`config.mk`:
```
export PLATFORM = sky130hd
export DESIGN_NAME = websocket_server_frame_deframer
export DESIGN_NICKNAME = d
export VERILOG_FILES = /design/src/design/wsd_pkg.sv /design/src/design/wsd_parse.sv /design/src/design/wsd_queue.sv /design/src/design/wsd_emit.sv /design/src/design/websocket_server_frame_deframer.sv
export SDC_FILE = /design/constraint.sdc
export NUM_CORES = 1
export LEC_CHECK = 0
export BUFFER_PORTS_ARGS = -buffer_cell sky130_fd_sc_hd__buf_2
export CAP_MARGIN = 20
export CELL_PAD_IN_SITES_DETAIL_PLACEMENT = 2
export CELL_PAD_IN_SITES_GLOBAL_PLACEMENT = 2
export CORE_MARGIN = 2
export CORE_UTILIZATION = 39
export DETAILED_ROUTE_END_ITERATION = 10
export PLACE_DENSITY = 0.77
export SYNTH_ARGS = -nofsm -noshare
export SYNTH_HDL_FRONTEND = slang
export SYNTH_SLANG_ARGS = --single-unit
export TNS_END_PERCENT = 5
```
`constraint.sdc`:
```
create_clock -name clk_i -period 5.8 [get_ports clk_i]
set_input_delay 1.16 -clock clk_i [delete_from_list [all_inputs] [get_ports clk_i]]
set_output_delay 1.16 -clock clk_i [all_outputs]
set_load 0.05 [all_outputs]
```
`src/design/wsd_pkg.sv`:
```
package wsd_pkg;

  localparam int unsigned BYTE_W      = 8;
  localparam int unsigned OPCODE_W    = 4;
  localparam int unsigned LIMIT_W     = 24;
  localparam int unsigned EXT_CNT_W   = 4;
  localparam int unsigned QUEUE_DEPTH = 2;

  localparam logic [LIMIT_W-1:0] LIMIT_RESET = 24'h10_0000;

  localparam logic [6:0]           LEN_EXT16   = 7'd126;
  localparam logic [6:0]           LEN_EXT64   = 7'd127;
  localparam logic [EXT_CNT_W-1:0] EXT16_BYTES = 4'd2;
  localparam logic [EXT_CNT_W-1:0] EXT64_BYTES = 4'd8;

  typedef enum logic [2:0] {
    ST_DATA   = 3'd0,
    ST_EMPTY  = 3'd1,
    ST_NOFIN  = 3'd2,
    ST_MASKED = 3'd3,
    ST_LONG   = 3'd4
  } status_e;

  typedef enum logic {
    CFG_FRAME_LIMIT  = 1'b0,
    CFG_BUFFER_LIMIT = 1'b1
  } cfg_index_e;

  typedef struct packed {
    status_e               status;
    logic [OPCODE_W-1:0]   opcode;
    logic [BYTE_W-1:0]     data_byte;
    logic                  last_byte;
  } result_t;

  typedef struct packed {
    logic full;
    logic nonempty;
  } q_stat_t;

endpackage

```
`src/design/wsd_parse.sv`:
```
module wsd_parse (
  input  logic                         clk_i,
  input  logic                         rst_ni,
  input  logic                         accept_i,
  input  logic [wsd_pkg::BYTE_W-1:0]   rx_byte_i,
  input  logic [wsd_pkg::LIMIT_W-1:0]  frame_limit_i,
  input  logic [wsd_pkg::LIMIT_W-1:0]  buffer_limit_i,
  output logic                         push_o,
  output wsd_pkg::result_t             push_data_o
);
  import wsd_pkg::*;

  typedef enum logic [2:0] {
    PH_HDR0,
    PH_HDR1,
    PH_EXT,
    PH_DATA,
    PH_HALT
  } phase_e;

  phase_e               phase_q, phase_d;
  logic [OPCODE_W-1:0]  opcode_q, opcode_d;
  logic [EXT_CNT_W-1:0] ext_left_q, ext_left_d;
  logic [LIMIT_W-1:0]   len_q, len_d;
  logic                 sticky_q, sticky_d;

  logic [LIMIT_W-1:0]   chk_len;
  logic                 chk_sticky;
  logic                 chk_en;

  always_comb begin
    phase_d     = phase_q;
    opcode_d    = opcode_q;
    ext_left_d  = ext_left_q;
    len_d       = len_q;
    sticky_d    = sticky_q;
    chk_en      = 1'b0;
    chk_len     = {{(LIMIT_W-7){1'b0}}, rx_byte_i[6:0]};
    chk_sticky  = 1'b0;
    push_o      = 1'b0;
    push_data_o = '{status: ST_DATA, opcode: opcode_q, data_byte: '0, last_byte: 1'b0};

    if (accept_i) begin
      unique case (phase_q)
        PH_HDR0: begin
          opcode_d = rx_byte_i[OPCODE_W-1:0];
          if (!rx_byte_i[7]) begin
            push_o      = 1'b1;
            push_data_o = '{status: ST_NOFIN, opcode: rx_byte_i[OPCODE_W-1:0],
                            data_byte: '0, last_byte: 1'b0};
            phase_d     = PH_HALT;
          end else begin
            phase_d = PH_HDR1;
          end
        end
        PH_HDR1: begin
          if (rx_byte_i[7]) begin
            push_o             = 1'b1;
            push_data_o.status = ST_MASKED;
            phase_d            = PH_HALT;
          end else if (rx_byte_i[6:0] == LEN_EXT16 || rx_byte_i[6:0] == LEN_EXT64) begin
            ext_left_d = (rx_byte_i[6:0] == LEN_EXT16) ? EXT16_BYTES : EXT64_BYTES;
            len_d      = '0;
            sticky_d   = 1'b0;
            phase_d    = PH_EXT;
          end else begin
            chk_en = 1'b1;
          end
        end
        PH_EXT: begin
          // shift in big-endian; anything pushed out the top makes the frame too long
          len_d      = {len_q[LIMIT_W-BYTE_W-1:0], rx_byte_i};
          sticky_d   = sticky_q | (len_q[LIMIT_W-1:LIMIT_W-BYTE_W] != '0);
          ext_left_d = ext_left_q - EXT_CNT_W'(1);
          chk_len    = len_d;
          chk_sticky = sticky_d;
          chk_en     = (ext_left_q == EXT_CNT_W'(1));
        end
        PH_DATA: begin
          len_d                 = len_q - LIMIT_W'(1);
          push_o                = 1'b1;
          push_data_o.data_byte = rx_byte_i;
          if (len_q == LIMIT_W'(1)) begin
            push_data_o.last_byte = 1'b1;
            phase_d               = PH_HDR0;
          end
        end
        PH_HALT: begin
          // drop everything until reset
        end
        default: phase_d = PH_HALT;
      endcase

      if (chk_en) begin
        priority if (chk_sticky || chk_len > frame_limit_i || chk_len > buffer_limit_i) begin
          push_o             = 1'b1;
          push_data_o.status = ST_LONG;
          phase_d            = PH_HALT;
        end else if (chk_len == '0) begin
          push_o                = 1'b1;
          push_data_o.status    = ST_EMPTY;
          push_data_o.last_byte = 1'b1;
          phase_d               = PH_HDR0;
        end else begin
          len_d   = chk_len;
          phase_d = PH_DATA;
        end
      end
    end
  end

  always_ff @(posedge clk_i or negedge rst_ni) begin
    if (!rst_ni) begin
      phase_q    <= PH_HDR0;
      opcode_q   <= '0;
      ext_left_q <= '0;
      len_q      <= '0;
      sticky_q   <= 1'b0;
    end else begin
      phase_q    <= phase_d;
      opcode_q   <= opcode_d;
      ext_left_q <= ext_left_d;
      len_q      <= len_d;
      sticky_q   <= sticky_d;
    end
  end

endmodule

```
`src/design/wsd_queue.sv`:
```
module wsd_queue #(
  parameter int unsigned Depth = wsd_pkg::QUEUE_DEPTH
) (
  input  logic              clk_i,
  input  logic              rst_ni,
  input  logic              push_i,
  input  wsd_pkg::result_t  push_data_i,
  input  logic              pop_i,
  output wsd_pkg::result_t  head_o,
  output wsd_pkg::q_stat_t  stat_o
);
  import wsd_pkg::*;

  localparam int unsigned PtrW = (Depth > 1) ? $clog2(Depth) : 1;
  localparam int unsigned CntW = $clog2(Depth + 1);

  result_t         mem_q [Depth];
  logic [PtrW-1:0] wr_ptr_q, wr_ptr_d;
  logic [PtrW-1:0] rd_ptr_q, rd_ptr_d;
  logic [CntW-1:0] count_q, count_d;

  function automatic logic [PtrW-1:0] ptr_next(input logic [PtrW-1:0] ptr);
    return (ptr == PtrW'(Depth - 1)) ? '0 : ptr + PtrW'(1);
  endfunction

  assign head_o          = mem_q[rd_ptr_q];
  assign stat_o.full     = (count_q == CntW'(Depth));
  assign stat_o.nonempty = (count_q != '0);

  always_comb begin
    wr_ptr_d = push_i ? ptr_next(wr_ptr_q) : wr_ptr_q;
    rd_ptr_d = pop_i  ? ptr_next(rd_ptr_q) : rd_ptr_q;
    count_d  = count_q + CntW'(push_i) - CntW'(pop_i);
  end

  always_ff @(posedge clk_i) begin
    if (push_i) begin
      mem_q[wr_ptr_q] <= push_data_i;
    end
  end

  always_ff @(posedge clk_i or negedge rst_ni) begin
    if (!rst_ni) begin
      wr_ptr_q <= '0;
      rd_ptr_q <= '0;
      count_q  <= '0;
    end else begin
      wr_ptr_q <= wr_ptr_d;
      rd_ptr_q <= rd_ptr_d;
      count_q  <= count_d;
    end
  end

endmodule

```
`src/design/wsd_emit.sv`:
```
module wsd_emit (
  input  logic              clk_i,
  input  logic              rst_ni,
  input  wsd_pkg::q_stat_t  q_stat_i,
  input  wsd_pkg::result_t  head_i,
  output logic              pop_o,
  output logic              out_valid_o,
  input  logic              out_ready_i,
  output wsd_pkg::result_t  out_data_o
);
  import wsd_pkg::*;

  logic    valid_q, valid_d;
  result_t data_q;
  logic    load;

  // refill the output register whenever it is empty or its transfer completes
  assign load  = !valid_q || out_ready_i;
  assign pop_o = load && q_stat_i.nonempty;

  always_comb begin
    valid_d = load ? q_stat_i.nonempty : valid_q;
  end

  always_ff @(posedge clk_i) begin
    if (pop_o) begin
      data_q <= head_i;
    end
  end

  always_ff @(posedge clk_i or negedge rst_ni) begin
    if (!rst_ni) begin
      valid_q <= 1'b0;
    end else begin
      valid_q <= valid_d;
    end
  end

  assign out_valid_o = valid_q;
  assign out_data_o  = data_q;

endmodule

```
`src/design/websocket_server_frame_deframer.sv`:
```
// Splits a server-to-client WebSocket byte stream into unmasked frames, one
// byte per cycle in both directions unless stalled: header bytes are
// swallowed, each payload byte leaves with its opcode and a last mark, and a
// zero-length frame leaves as one empty-frame result. The parser decides
// everything for a byte in the cycle it is transferred, so the rate is set by
// that single parse step; a small result queue and an output register behind
// it let the input keep running while the output stalls, and rx_ready_o
// drops only when the queue is full. Frame length is checked against
// frame_limit and buffer_limit at the header. FIN clear, MASK set or an
// over-long frame is reported once, after which input is still taken but
// dropped until reset. Write the limits only while the block is idle.
module websocket_server_frame_deframer #(
  parameter int unsigned QueueDepth = wsd_pkg::QUEUE_DEPTH
) (
  input  logic                         clk_i,
  input  logic                         rst_ni,
  input  logic                         cfg_we_i,
  input  logic                         cfg_index_i,
  input  logic [wsd_pkg::LIMIT_W-1:0]  cfg_data_i,
  input  logic                         rx_valid_i,
  output logic                         rx_ready_o,
  input  logic [wsd_pkg::BYTE_W-1:0]   rx_byte_i,
  output logic                         out_valid_o,
  input  logic                         out_ready_i,
  output logic [2:0]                   status_o,
  output logic [wsd_pkg::OPCODE_W-1:0] opcode_o,
  output logic [wsd_pkg::BYTE_W-1:0]   data_byte_o,
  output logic                         last_byte_o
);
  import wsd_pkg::*;

  logic [LIMIT_W-1:0] frame_limit_q, buffer_limit_q;
  logic               accept;
  logic               push, pop;
  result_t            push_data, head, out_data;
  q_stat_t            q_stat;

  always_ff @(posedge clk_i or negedge rst_ni) begin
    if (!rst_ni) begin
      frame_limit_q  <= LIMIT_RESET;
      buffer_limit_q <= LIMIT_RESET;
    end else if (cfg_we_i) begin
      unique case (cfg_index_e'(cfg_index_i))
        CFG_FRAME_LIMIT:  frame_limit_q  <= cfg_data_i;
        CFG_BUFFER_LIMIT: buffer_limit_q <= cfg_data_i;
        default: ;
      endcase
    end
  end

  assign rx_ready_o = !q_stat.full;
  assign accept     = rx_valid_i && rx_ready_o;

  wsd_parse u_parse (
    .clk_i          (clk_i),
    .rst_ni         (rst_ni),
    .accept_i       (accept),
    .rx_byte_i      (rx_byte_i),
    .frame_limit_i  (frame_limit_q),
    .buffer_limit_i (buffer_limit_q),
    .push_o         (push),
    .push_data_o    (push_data)
  );

  wsd_queue #(
    .Depth (QueueDepth)
  ) u_queue (
    .clk_i       (clk_i),
    .rst_ni      (rst_ni),
    .push_i      (push),
    .push_data_i (push_data),
    .pop_i       (pop),
    .head_o      (head),
    .stat_o      (q_stat)
  );

  wsd_emit u_emit (
    .clk_i       (clk_i),
    .rst_ni      (rst_ni),
    .q_stat_i    (q_stat),
    .head_i      (head),
    .pop_o       (pop),
    .out_valid_o (out_valid_o),
    .out_ready_i (out_ready_i),
    .out_data_o  (out_data)
  );

  assign status_o    = out_data.status;
  assign opcode_o    = out_data.opcode;
  assign data_byte_o = out_data.data_byte;
  assign last_byte_o = out_data.last_byte;

`ifndef SYNTH
  // a full queue can only build up behind a stalled output register
  a_full_needs_stall: assert property (@(posedge clk_i) disable iff (!rst_ni)
    q_stat.full |-> out_valid_o)
    else $error("result queue full while output register empty");

  // a byte is refused only while the queue is full behind a held result
  a_refuse_on_stall: assert property (@(posedge clk_i) disable iff (!rst_ni)
    (rx_valid_i && !rx_ready_o) |-> (q_stat.full && out_valid_o))
    else $error("input refused without output stall");

  a_error_clean: assert property (@(posedge clk_i) disable iff (!rst_ni)
    (out_valid_o && status_o != ST_DATA && status_o != ST_EMPTY)
      |-> (data_byte_o == '0 && !last_byte_o))
    else $error("error result carries data or last mark");

  a_empty_last: assert property (@(posedge clk_i) disable iff (!rst_ni)
    (out_valid_o && status_o == ST_EMPTY) |-> (last_byte_o && data_byte_o == '0))
    else $error("empty frame result without last mark");
`endif

endmodule

```
== Word-level counts from Yosys, hierarchy flattened ==
Memory sizes are Yosys's and may differ from the RTL's. A register that Yosys moved wholly into a read port is not among the register bits.
Cells that the tools add are included.
W data, S select, Z words.
Cells by class
  equality and inequality tests: 14
  reduce and logical (&&, ||, !) cells: 19
  multiplexer cells: 53
  bitwise operators: 2
  magnitude comparators: 2
  add/subtract/negate cells: 6
Operators with widths (count)
  $mux W24: 7
  $pmux W24 S3: 1
  $gt A24 B24 Y1: 2
  $eq A24 B1 Y1 const B: 1
  $logic_not A24 Y1: 1
  $mux W3: 8
  $sub A24 B1 Y24 const B: 1
  $mux W1: 21
  $pmux W9 S2: 1
  $mux W16: 1
  $mux W4: 4
  $mux W15: 1
  $eq A7 B7 Y1 const B: 2
  $pmux W3 S4: 1
  $pmux W4 S2: 1
  $reduce_and A4 Y1: 2
  $reduce_bool A8 Y1: 1
  $eq A3 B2 Y1 const B: 2
  $mux W2: 3
  $reduce_and A2 Y1: 3
  $eq A4 B1 Y1 const B: 1
  $logic_or A1 B1 Y1: 4
  $ne A2 B1 Y1 const B: 2
  $ne A4 B2 Y1 const B: 1
  other kinds (19): 24
Storage, ports and cells
  memory bits (writable): 32
  input bits: 38
  word-level logic and storage cells: 108
  register bits: 89
  output and inout port bits: 18
  memories kept: 1
Memories
  u_queue.mem_q: depth 2, bits a word 16, rd ports 1, clocked after Yosys merged registers in 1, write ports 1, line wsd_queue.sv:17  | result_t mem_q [Depth];

== Logic depth before layout (Yosys ltp) ==
Gate-level depths: netlist of the first run.
  word-level depth: 12
  gate-level depth with buffers: 17
  gate-level depth less buffers: 14

== Hierarchy ==
A second synthesis of the first run with hierarchy kept.
Unflattened totals
  cell total of the unflattened synthesis: 718
  area total of the unflattened synthesis: 7911.3 um2
By module, submodules not included
  wsd_parse: area an instance 3983.8 um2, times used 1, cells an instance 528, seq. area each 900.9 um2
  websocket_server_frame_deframer: area an instance 1998.2 um2, times used 1, cells an instance 105, seq. area each 1203.7 um2
  wsd_queue: area an instance 1405.1 um2, times used 1, cells an instance 65, seq. area each 1061.0 um2
  wsd_emit: area an instance 524.3 um2, times used 1, cells an instance 20, seq. area each 505.5 um2

== Least setup slack after synthesis of the first run ==
OpenSTA, ideal clock, no wires.
  path type: flip-flop to flip-flop
  start: register u_parse.phase_q[1]
  end: memory u_queue.mem_q[1][0] (netlist bit), enable pin
  buffers on the path: 3
  period minus slack after synthesis: 4317 ps
  data required time: 5412 ps
  arrival time: 3928 ps
  setup slack: 1483 ps
  setup time: 388 ps
  cell stages (with the launch flop): 16
  cell sequence: dfrtp_1 > buf_2 > nor2b_1 > nor2b_1 > clkbuf_1 > clkbuf_1 > and2_1 > ha_1 > nand4_1 > or2_2 > nor4_1 > mux2i_1 > a21oi_1 > a211o_1 > o21ai_1 > nor2_1
On the way
  word-level cells in the longest chain between the ends: 11
  elaborated cells between the ends (all ways): 22
  those cells by class: order compare: 2; eq/ne: 3; mux: 13; reduce/logical: 4
Ends and longest elaborated chain
  start: declaration: line wsd_parse.sv:21  | phase_e phase_q, phase_d;
  start signal: assignment: line wsd_parse.sv:120  | phase_q <= phase_d;
  $eq A3 B2 Y1: line wsd_parse.sv:44  | unique case (phase_q)
  $mux W24: line wsd_parse.sv:44
  $mux W24: line wsd_parse.sv:43  | if (accept_i) begin
  $gt A24 B24 Y1: line wsd_parse.sv:95  | priority if (chk_sticky || chk_len > frame_limit_i || chk_len > buffer_limit_i) begin
  $logic_or A1 B1 Y1 (2 in series): line wsd_parse.sv:95
  $mux W1: line wsd_parse.sv:95
  $mux W1 *: line wsd_parse.sv:94  | if (chk_en) begin
  $mux W1 *: line wsd_parse.sv:43
  $mux W1 *: line wsd_queue.sv:37  | if (push_i) begin
  $mux W1 (implied by the code) *: line wsd_queue.sv:38  | mem_q[wr_ptr_q] <= push_data_i;
  end: declaration: line wsd_queue.sv:17
Mark *: on every way between the ends. The rest lies on a longest branch, timed or not. The select of a mux whose other input is x is not followed.

== Final worst setup path of the first run ==
  start: register u_parse.phase_q[1]
  end: register u_parse.len_q[9]
On the way
  word-level cells in the longest chain between the ends: 8
  elaborated cells between the ends (all ways): 18
  those cells by class: order compare: 2; eq/ne: 3; mux: 10; reduce/logical: 3
Ends and longest elaborated chain
  $eq A3 B2 Y1: line wsd_parse.sv:44
  $mux W24: line wsd_parse.sv:44
  $mux W24: line wsd_parse.sv:43
  $gt A24 B24 Y1: line wsd_parse.sv:95
  $logic_or A1 B1 Y1 (2 in series): line wsd_parse.sv:95
  $mux W24: line wsd_parse.sv:95
  $mux W24 *: line wsd_parse.sv:94
  end signal: assignment: line wsd_parse.sv:123  | len_q <= len_d;
  end: declaration: line wsd_parse.sv:24  | logic [LIMIT_W-1:0] len_q, len_d;
Marked as above.
A chain may end at the register's enable or synchronous reset.

==> results.md, run 1 <==
* HPWL after detailed placement at 17,400 um
* Most frequent cells in the layout: sky130_fd_sc_hd__dfrtp_1, sky130_fd_sc_hd__nand2_1, sky130_fd_sc_hd__o21ai_0
* Number of distinct library cells after synthesis at 68
* Crit path DAT at 4930 ps
* First-pass GRT wire length at 39,800 um
* Final Max Slew Viols at 0
* List of cells traversed by the critical path: nor2b_1 -> nand2b_1 -> nor2_1 -> ha_1 -> and3_1 -> a221o_1 -> a221o_1 -> a211oi_1 -> a21oi_1 -> a2111o_1 -> o21ai_0 -> a31oi_1
* Die W at 145 um
* Clock-pin slew reported for the worst setup and hold paths after clock tree synthesis at 60 ps
* Count of mapped cells out of synthesis at 777
* Final #Nets at 912
* Simple-gate area share of the yosys netlist at 15.1%
* FILL cells at 2,099
* Synthesis-stage register bit count at 137
* Final Hold Viols at 0
* Placed Area at 0.00823 mm^2
* Post-synthesis average cell area at 9.93 um^2
* Count of warnings emitted by yosys at 0
* Routed WL per cell at 22.6 um
* Post-cts resize count at 0
* Via count of the first global-routing pass at 7,205
* Overflow left after global routing at 0
* Post-synth EDFFs at 48
* Pwr Density at 284 mW/mm^2
* Post-Route Skew at 9.16 ps
* Internal Power at 0.00185 W
* Starting Density at 39.6%
* Leading cell type in the layout, fill and taps excluded: sky130_fd_sc_hd__dfrtp_1
* Startpoint types: register
* Initial antenna violation count at 0
* CP Capture Type: register
* Share of post-route cells with drive strength above 1 at 19.8%
* Die Footprint at 0.0209 mm^2
* CTS tree: built
* Relative max-transition margin at 26.1%
* Setup fix buffers added after clock tree synthesis at 0
* CP required at 6050 ps
* Vias per cell at 5.74
* Maximum Capacitance Violations at 0
* Setup violation total in the final timing report at 0
* Post-synthesis mux area share at 7.14%
* Switching power at 0.000672 W
* Ratio of final minimum period to clock period at 80.7%
* Number of cell rows at 51
* Maximum number of pins on one net before global-route repair at 70
* Critical Setup Path Class: register to register
* Portion of total power attributed to the clock network at 45.9%
* Transition time of the tightest slew-check pin at 1110 ps
* Synthesis-to-finish area growth at 15.2%
* Comb power frac at 10.4%
* Overall routed net length at 24,900 um
* Fraction of the mapped netlist area in compound gates at 15.3%
* Async set-or-reset flop fraction in the synthesized netlist at 65.0%
* Total number of vias at 6,321
* Global Route Usage Sum at 25.3%
* Last weighted congestion value of the routability-driven placer at 0.838
* Top flip-flop cell by instance count after synthesis: sky130_fd_sc_hd__dfrtp_1
* Routed Antenna Nets at 0
* Clock root buffer: sky130_fd_sc_hd__clkbuf_16
* Worst Setup Slack, final at 1120 ps
* Cts bufs inserted at 17
* Critical Path Fanout Max at 19
* Most common cell on crit path: sky130_fd_sc_hd__a221o_1
* Minimum setup slack after placement at 1250 ps
* First-iteration detailed-routing DRC count at 283
* Delay of the slowest cell on the worst path at 750 ps
* H-tree depth reported by CTS at 4
* RSZ-0062 raised after global routing: no
* ANT cells at 0
* Sw Ratio at 26.7%
* Static power due to leakage at 3.81 nW
* Finished Cell Area at 0.00889 mm^2
* Number of port buffers at 55
* Height of the die at 145 um
* Clock sink count at 137
* Main combinational cell family by area after synthesis: compound AO/OA/AOI/OAI gates
* Hold-fix buffers, CTS at 0
* Hold Crit Class: register to register
* Number of top-level pins at 56
* Xor-xnor portion of the synthesized cell area at 1.59%
* Adder-cell share of the synthesized area at 8.24%
* WP buf/inv at 0
* Synthesized Nets at 865
* Core area at 0.0195 mm^2
* Status: finished, final reports clean
* Cell type of the slowest stage on the worst timing path: sky130_fd_sc_hd__a2111o_1
* Worst skew pair latency at 430 ps
* Share of synthesized area occupied by flip-flops and latches at 47.6%
* Worst vdd ir at 200 uV
* # DRC at 0
* Post-layout min period at 4680 ps
* Achievable clock frequency at 214 MHz
* Largest delay share family, worst path: compound AO/OA/AOI/OAI gates
* Register share of total power at 43.8%
* Post-Syn Area at 0.00771 mm^2
* Clock buffer depth at 2
* Total iterations of the first detailed-routing run at 4
* Setup total negative slack at 0 ps
[final timing paths]
check / slack [ps] / start / to / cells after the start
worst max-delay path: 1120 / u_parse.phase_q[1] / u_parse.len_q[9] / 12
worst min-delay path: 500 / u_parse.opcode_q[2] / u_parse.opcode_q[2] / 1
worst max register to register: 1120 / u_parse.phase_q[1] / u_parse.len_q[9] / 12
worst min register to register: 500 / u_parse.opcode_q[2] / u_parse.opcode_q[2] / 1
max in group asynchronous: 3950 / rst_ni / frame_limit_q[12] / 2
min in group asynchronous: 620 / rst_ni / u_emit.out_valid_o / 1
[metal layers]
metal / GRT usage [%] / routed length, um / share of wire (%) / vias to the layer above
met5: 0 / 0 / 0 / -
met4: 9.76 / 695 / 2.8 / 0
met3: 4.50 / 819 / 3.3 / 45
met2: 45.3 / 13000 / 52 / 132
met1: 30.2 / 10400 / 42 / 3272
li1: - / - / - / 2872
[synthesized netlist by cell type (all sizes together) (8+ instances only)]
master / count / area, um^2
and3: 12 / 75.1
dfrtp: 87 / 2180
nor2: 58 / 218
nor2b: 8 / 50.1
and2: 16 / 100
edfxtp: 48 / 1440
a21oi: 49 / 249
ha: 50 / 626
xnor2: 8 / 70.1
mux2: 48 / 541
nand2: 80 / 308
nor4: 8 / 50.1
nand3: 11 / 55.1
nor3: 14 / 70.1
nand4: 12 / 75.1
o211ai: 8 / 60.1
inv: 62 / 233
o21ai: 74 / 370
clkbuf: 30 / 113
[cells by family after synthesis]
group | Yosys count
adder cells (fa/ha/maj) | 51
buffers and inverters | 98
AO/OA/AOI/OAI | 188
AND/OR/NAND/NOR | 240
multiplexers | 49
XOR/XNOR | 14
flip-flops | 137
[through the flow]
step                power (W)  util (%)  hold slack (ps)  instances
finish                0.00252      45.7              503       1102
detailed placement    0.00138      42.3              477       1068
global route          0.00263      45.7              528       1102
CTS                   0.00255      45.5              505       1100
global placement      0.00135      42.3              465       1068
floorplan             0.00127         -              450        777
[cell type report]
cell class / count / area, um^2 / area share, %
Tap cell: 265 / 332 / 3.73
Multi-Input combinational cell: 542 / 3670 / 41.3
Sequential cell: 137 / 3670 / 41.3
Inverter: 62 / 233 / 2.62
Timing Repair Buffer: 64 / 373 / 4.19
Clock buffer: 17 / 425 / 4.79
Clock inverter: 15 / 188 / 2.11
[power by group through the flow]
| stage | sequential [W] | combinational, W | clock [W] |
|---|---|---|---|
| 3_5_place_dp | 0.00112 | 0.000254 | 0 |
| 2_1_floorplan | 0.00110 | 0.000160 | 0 |
| 5_1_grt | 0.00111 | 0.000299 | 0.00122 |
| 6_report | 0.00110 | 0.000261 | 0.00116 |
| 3_3_place_gp | 0.00112 | 0.000233 | 0 |
| 4_1_cts | 0.00110 | 0.000264 | 0.00118 |
[sequential cells by signal, indices dropped and copies added (netlist names)]
register and flops:
u_emit.out_data_o 16, u_queue.wr_ptr_q 1, u_parse.len_q 24, buffer_limit_q 24
frame_limit_q 24, u_queue.rd_ptr_q 1, u_parse.opcode_q 4, u_parse.ext_left_q 4
u_parse.sticky_q 1, u_queue.mem_q 32, u_parse.phase_q 3, u_queue.count_q 2
u_emit.out_valid_o 1
[worst reg2reg max path, cell delays in order, from the launching register on]
cell                       delay (ps)
sky130_fd_sc_hd__dfrtp_1          540
sky130_fd_sc_hd__nor2b_1          340
sky130_fd_sc_hd__nand2b_1         350
sky130_fd_sc_hd__nor2_1           420
sky130_fd_sc_hd__ha_1             300
sky130_fd_sc_hd__and3_1           200
sky130_fd_sc_hd__a221o_1          310
sky130_fd_sc_hd__a221o_1          400
sky130_fd_sc_hd__a211oi_1         240
sky130_fd_sc_hd__a21oi_1          180
sky130_fd_sc_hd__a2111o_1         750
sky130_fd_sc_hd__o21ai_0          360
sky130_fd_sc_hd__a31oi_1          130
No activity file was read; power rests on OpenSTA's default activity.
==> inputs of run 2 (changes only) <==
clock period = 4.75 ns   (was 5.8 ns; I/O delays follow)
==> results.md, run 2 (synthesis gave the netlist of run 1 again) <==
* Die Footprint at 0.0209 mm^2 (unchanged)
* Post-Route Skew at 13.8 ps (was 9.16 ps)
* CP Capture Type: register (unchanged)
* Pwr Density at 337 mW/mm^2 (was 284 mW/mm^2)
* Cell count after placement at 1,072 (was 1,068)
* Post-cts resize count at 0 (unchanged)
* ANT cells at 0 (unchanged)
* First-pass GRT wire length at 40,500 um (was 39,800 um)
* Final #Nets at 917 (was 912)
* Worst skew pair latency at 440 ps (was 430 ps)
* Clock-pin slew reported for the worst setup and hold paths after clock tree synthesis at 70 ps (was 60 ps)
* Initial antenna violation count at 0 (unchanged)
* Static power due to leakage at 3.80 nW (was 3.81 nW)
* Clock root buffer: sky130_fd_sc_hd__clkbuf_16 (unchanged)
* FILL cells at 2,086 (was 2,099)
* Maximum number of pins on one net before global-route repair at 47 (was 70)
* Hold Crit Class: register to register (unchanged)
* Starting Density at 39.6% (unchanged)
* Total number of vias at 6,351 (was 6,321)
* Sw Ratio at 29.4% (was 26.7%)
* Setup total negative slack at 0 ps (unchanged)
* Internal Power at 0.00212 W (was 0.00185 W)
* Critical Setup Path Class: register to register (unchanged)
* Last weighted congestion value of the routability-driven placer at 0.841 (was 0.838)
* Combined area of the multi-input logic cells at 0.00367 mm^2 (about the same)
* Number of top-level pins at 56 (unchanged)
* Clock buffer depth at 2 (unchanged)
* Worst vdd ir at 239 uV (was 200 uV)
* Number of cell rows at 51 (unchanged)
* Final design utilization at 45.7% (unchanged)
* Most flop-heavy register: u_queue.mem_q (unchanged)
* Maximum Capacitance Violations at 0 (unchanged)
* Leading cell type in the layout, fill and taps excluded: sky130_fd_sc_hd__dfrtp_1 (unchanged)
* Comb power frac at 10.7% (was 10.4%)
* Status: finished, final reports clean (unchanged)
* Overall routed net length at 25,800 um (was 24,900 um)
* Register area at 0.00367 mm^2 (about the same)
* Global Route Usage Sum at 26.0% (was 25.3%)
* Non-filler instance count after layout at 1,107 (was 1,102)
* Flip-flop count of the largest register after layout at 32 (unchanged)
* Startpoint types: register (unchanged)
* Switching power at 0.000879 W (was 0.000672 W)
* Routed WL per cell at 23.3 um (was 22.6 um)
* Portion of total power attributed to the clock network at 44.3% (was 45.9%)
* Die W at 145 um (unchanged)
* Power after layout at 0.00299 W (was 0.00252 W)
* Setup violation total in the final timing report at 0 (unchanged)
* Setup fix buffers added after clock tree synthesis at 0 (unchanged)
* Achievable clock frequency at 230 MHz (was 214 MHz)
* Overflow left after global routing at 0 (unchanged)
* Synthesis-to-finish area growth at 15.2% (unchanged)
* Height of the die at 145 um (unchanged)
* Clock sink count at 137 (unchanged)
* Crit path DAT at 4720 ps (was 4930 ps)
* Transition time of the tightest slew-check pin at 1190 ps (was 1110 ps)
* HPWL after detailed placement at 18,000 um (was 17,400 um)
* Hold-fix buffers, CTS at 0 (unchanged)
* Most frequent cells in the layout: sky130_fd_sc_hd__dfrtp_1, sky130_fd_sc_hd__nand2_1, sky130_fd_sc_hd__o21ai_0 (unchanged)
* Finished Cell Area at 0.00889 mm^2 (unchanged)
* Share of post-route cells with drive strength above 1 at 20.7% (was 19.8%)
* H-tree depth reported by CTS at 4 (unchanged)
* Routed Antenna Nets at 0 (unchanged)
* Via count of the first global-routing pass at 7,178 (was 7,205)
* Placed Area at 0.00826 mm^2 (was 0.00823 mm^2)
* Final Max Slew Viols at 0 (unchanged)
* Ratio of final minimum period to clock period at 91.7% (was 80.7%)
* Number of port buffers at 55 (unchanged)
* RSZ-0062 raised after global routing: no (unchanged)
* Final Hold Viols at 0 (unchanged)
* Core area at 0.0195 mm^2 (unchanged)
* CTS tree: built (unchanged)
* Cts bufs inserted at 17 (unchanged)
* Critical Path Fanout Max at 16 (was 19)
* Number of cells traversed by the worst register-to-register path at 15 (was 12)
* CP required at 5110 ps (was 6050 ps)
* Total iterations of the first detailed-routing run at 4 (unchanged)
* First-iteration detailed-routing DRC count at 306 (was 283)
* Relative max-transition margin at 20.6% (was 26.1%)
* Worst Hold Depth at 1 (unchanged)
* Post-layout min period at 4360 ps (was 4680 ps)
* Register share of total power at 45.0% (was 43.8%)
* Vias per cell at 5.74 (about the same)
* # DRC at 0 (unchanged)
run 2: cell types whose count changed in the layout (fill, tap and decap cells not counted), sizes merged:
cell and delta:
clkinvlp +4, clkinv -3, buf +5, bufinv -3, inv +2
run 2: power groups by stage:
stage | clock [W] | sequential (W) | combinational (W)
3_3_place_gp | 0 | 0.00136 | 0.000286
5_1_grt | 0.00139 | 0.00136 | 0.000366
4_1_cts | 0.00134 | 0.00135 | 0.000323
2_1_floorplan | 0 | 0.00135 | 0.000196
3_5_place_dp | 0 | 0.00137 | 0.000312
6_report | 0.00133 | 0.00135 | 0.000321
run 2: worst max-delay path, stage by stage (launching register included):
cell and delay [ps]:
sky130_fd_sc_hd__dfrtp_2 480, sky130_fd_sc_hd__nor2b_2 290, sky130_fd_sc_hd__nor2b_1 310, sky130_fd_sc_hd__buf_4 320
sky130_fd_sc_hd__and2_1 300, sky130_fd_sc_hd__ha_1 310, sky130_fd_sc_hd__a21oi_1 190, sky130_fd_sc_hd__nand2_1 80
sky130_fd_sc_hd__a221o_1 330, sky130_fd_sc_hd__a211oi_1 230, sky130_fd_sc_hd__a21oi_1 180, sky130_fd_sc_hd__a211o_1 400
sky130_fd_sc_hd__o21ai_1 300, sky130_fd_sc_hd__inv_1 170, sky130_fd_sc_hd__ha_1 220, sky130_fd_sc_hd__xnor2_1 160
run 2: layer usage:
layer | vias up | track usage, % | part of all wire, %
met4 | 0 | 8.94 | 2.2
met2 | 135 | 45.5 | 52
met3 | 50 | 4.80 | 3.5
li1 | 2882 | - | -
met5 | - | 0 | 0
met1 | 3284 | 32.1 | 42
run 2: metrics by stage:
step                      hold slack [ps]  worst slack [ps]
final                                 511               394
after CTS                             513               209
after detailed placement              497               230
after global placement                464               508
after floorplan                       450               433
after global routing                  537               110
run 2: cell type report:
class	instances	area share (%)
multi-input combinational	542	41.3
clock buffer	17	4.79
sequential	137	41.3
clock inverter	15	1.70
inverter	62	2.62
tap	265	3.73
timing repair buffer	69	4.56
run 2: final timing paths:
| check | start | slack, ps | to |
|---|---|---|---|
| worst max-delay path | u_parse.phase_q[1] | 390 | u_queue.count_q[1] |
| worst min-delay path | u_parse.opcode_q[3] | 510 | u_parse.opcode_q[3] |
| worst max register to register | u_parse.phase_q[1] | 390 | u_queue.count_q[1] |
| worst min register to register | u_parse.opcode_q[3] | 510 | u_parse.opcode_q[3] |
| max in group asynchronous | rst_ni | 3160 | frame_limit_q[15] |
| min in group asynchronous | rst_ni | 530 | u_emit.out_valid_o |
==> inputs of run 3 (changes only) <==
RECOVER_POWER = 25   (was unset)
==> results.md, run 3 (synthesis gave the netlist of run 1 again) <==
* Clock-pin slew reported for the worst setup and hold paths after clock tree synthesis at 70 ps (about the same)
* Cell type of the slowest stage on the worst timing path: sky130_fd_sc_hd__dfrtp_2 (unchanged)
* Overflow left after global routing at 0 (unchanged)
* Maximum Capacitance Violations at 1 (was 0)
* First-pass GRT wire length at 40,500 um (unchanged)
* Failing checks: capacitance limit, slew limit
* Total number of vias at 6,350 (was 6,351)
* H-tree depth reported by CTS at 4 (unchanged)
* Post-layout min period at 4370 ps (was 4360 ps)
* Worst skew pair latency at 440 ps (about the same)
* Routed WL per cell at 23.3 um (about the same)
* Static power due to leakage at 3.78 nW (was 3.80 nW)
* Last weighted congestion value of the routability-driven placer at 0.841 (unchanged)
* Cell count after placement at 1,072 (unchanged)
* Achievable clock frequency at 229 MHz (was 230 MHz)
* Cts bufs inserted at 17 (unchanged)
* Core area at 0.0195 mm^2 (unchanged)
* Die Footprint at 0.0209 mm^2 (unchanged)
* FILL cells at 2,091 (was 2,086)
* HPWL after detailed placement at 18,000 um (unchanged)
* Finished Cell Area at 0.00887 mm^2 (was 0.00889 mm^2)
* Starting Density at 39.6% (unchanged)
* ANT cells at 0 (unchanged)
* Global Route Usage Sum at 26.0% (unchanged)
* Setup total negative slack at 0 ps (unchanged)
* Non-filler instance count after layout at 1,107 (unchanged)
* Startpoint types: register (unchanged)
* Relative max-transition margin at -92.6% (was 20.6%)
* Critical Path Fanout Max at 16 (unchanged)
* Minimum setup slack after placement at 230 ps (unchanged)
* Die W at 145 um (unchanged)
* Worst reg2reg setup slack at 380 ps (was 390 ps)
* Total iterations of the first detailed-routing run at 5 (was 4)
* Synthesis-to-finish area growth at 14.9% (was 15.2%)
* Number of top-level pins at 56 (unchanged)
* Final design utilization at 45.6% (was 45.7%)
* Number of cell rows at 51 (unchanged)
* Setup fix buffers added after clock tree synthesis at 0 (unchanged)
* Worst vdd ir at 237 uV (was 239 uV)
* Most frequent cells in the layout: sky130_fd_sc_hd__dfrtp_1, sky130_fd_sc_hd__nand2_1, sky130_fd_sc_hd__o21ai_0 (unchanged)
* Transition time of the tightest slew-check pin at 2890 ps (was 1190 ps)
* Overall routed net length at 25,800 um (about the same)
* Pwr Density at 338 mW/mm^2 (was 337 mW/mm^2)
* Maximum number of pins on one net before global-route repair at 47 (unchanged)
* Worst Setup Slack, final at 385 ps (was 394 ps)
* First-iteration detailed-routing DRC count at 297 (was 306)
* Leading cell type in the layout, fill and taps excluded: sky130_fd_sc_hd__dfrtp_1 (unchanged)
* Setup violation total in the final timing report at 0 (unchanged)
* List of cells traversed by the critical path: nor2b_2 -> nor2b_1 -> buf_4 -> and2_1 -> ha_1 -> a21oi_1 -> nand2_1 -> a221o_1 -> a211oi_1 -> a21oi_1 -> a211o_1 -> o21ai_1 -> inv_1 -> ha_1 -> xnor2_1 (unchanged)
* CP required at 5110 ps (about the same)
* CP Capture Type: register (unchanged)
* Final Max Slew Viols at 47 (was 0)
* CTS tree: built (unchanged)
* Vias per cell at 5.74 (about the same)
* # DRC at 0 (unchanged)
* Critical Setup Path Class: register to register (unchanged)
* Hold-fix buffers, CTS at 0 (unchanged)
* Routed Antenna Nets at 0 (unchanged)
* Ratio of final minimum period to clock period at 91.9% (was 91.7%)
* Share of post-route cells with drive strength above 1 at 20.0% (was 20.7%)
* Flip-flop count of the largest register after layout at 32 (unchanged)
* Clock root buffer: sky130_fd_sc_hd__clkbuf_16 (unchanged)
* Most flop-heavy register: u_queue.mem_q (unchanged)
* Clock buffer depth at 2 (unchanged)
* Number of port buffers at 55 (unchanged)
* Initial antenna violation count at 0 (unchanged)
* RSZ-0062 raised after global routing: no (unchanged)
* Final Hold Viols at 0 (unchanged)
* Height of the die at 145 um (unchanged)
* Final #Nets at 917 (unchanged)
* Via count of the first global-routing pass at 7,178 (unchanged)
* Clock sink count at 137 (unchanged)
* Post-Route Skew at 10.1 ps (was 13.8 ps)
* Status: finished with violations (was finished, final reports clean)
* Crit path DAT at 4730 ps (was 4720 ps)
* Placed Area at 0.00826 mm^2 (unchanged)
* Post-cts resize count at 0 (unchanged)
* Delay of the slowest cell on the worst path at 480 ps (about the same)
* Hold Crit Class: register to register (unchanged)
-- run 3: cell types whose count changed in the layout (fill, tap and decap cells not counted), sizes merged --
cell	before	now
buf	69	65
clkbuf	17	21
-- run 3: worst max-delay path, delay by kind of cell (launching register included) --
family                     cells  cell delay, ps
buffers and inverters          2             480
and+or+nand+nor                4             970
DFF                            1             480
xor gates and xnor gates       1             160
AOI/OAI and AO/OA              6            1640
adders and majority gates      2             540
-- run 3: routing by layer --
metal	global-route usage [%]	up-vias	part of all wire, %
met4	8.94	0	2.2
li1	-	2880	-
met2	45.5	157	52
met5	0	-	0
met1	32.1	3264	41
met3	4.80	49	4.1
-- run 3: area by class of cell --
cell class / instances / area, um^2 / area share (%)
Clock inverter: 15 / 151 / 1.71
Sequential cell: 137 / 3670 / 41.4
Clock buffer: 17 / 425 / 4.80
Tap cell: 265 / 332 / 3.74
Inverter: 62 / 233 / 2.62
Timing Repair Buffer: 69 / 388 / 4.37
Multi-Input combinational cell: 542 / 3660 / 41.3
-- run 3: final timing paths --
kind	start	to	cells past startpoint
max	u_parse.phase_q[1]	u_queue.count_q[1]	15
min	u_parse.opcode_q[3]	u_parse.opcode_q[3]	1
max reg2reg	u_parse.phase_q[1]	u_queue.count_q[1]	15
min reg2reg	u_parse.opcode_q[3]	u_parse.opcode_q[3]	1
max in group asynchronous	rst_ni	u_parse.phase_q[1]	1
min in group asynchronous	rst_ni	u_emit.out_valid_o	1
-- run 3: report_power, final --
part	internal, W	leakage (nW)	switching, W
combinational	0.000126	2.03	0.000194
sequential	0.00129	1.48	0.0000557
clock	0.000697	0.270	0.000630
total	0.00211	3.78	0.000880
-- run 3: metrics by stage --
| step | total power (W) | hold slack [ps] |
|---|---|---|
| 6_report | 0.00299 | 511 |
| 3_5_place_dp | 0.00168 | 497 |
| 5_1_grt | 0.00311 | 537 |
| 3_3_place_gp | 0.00165 | 464 |
| 2_1_floorplan | 0.00154 | 450 |
| 4_1_cts | 0.00301 | 513 |
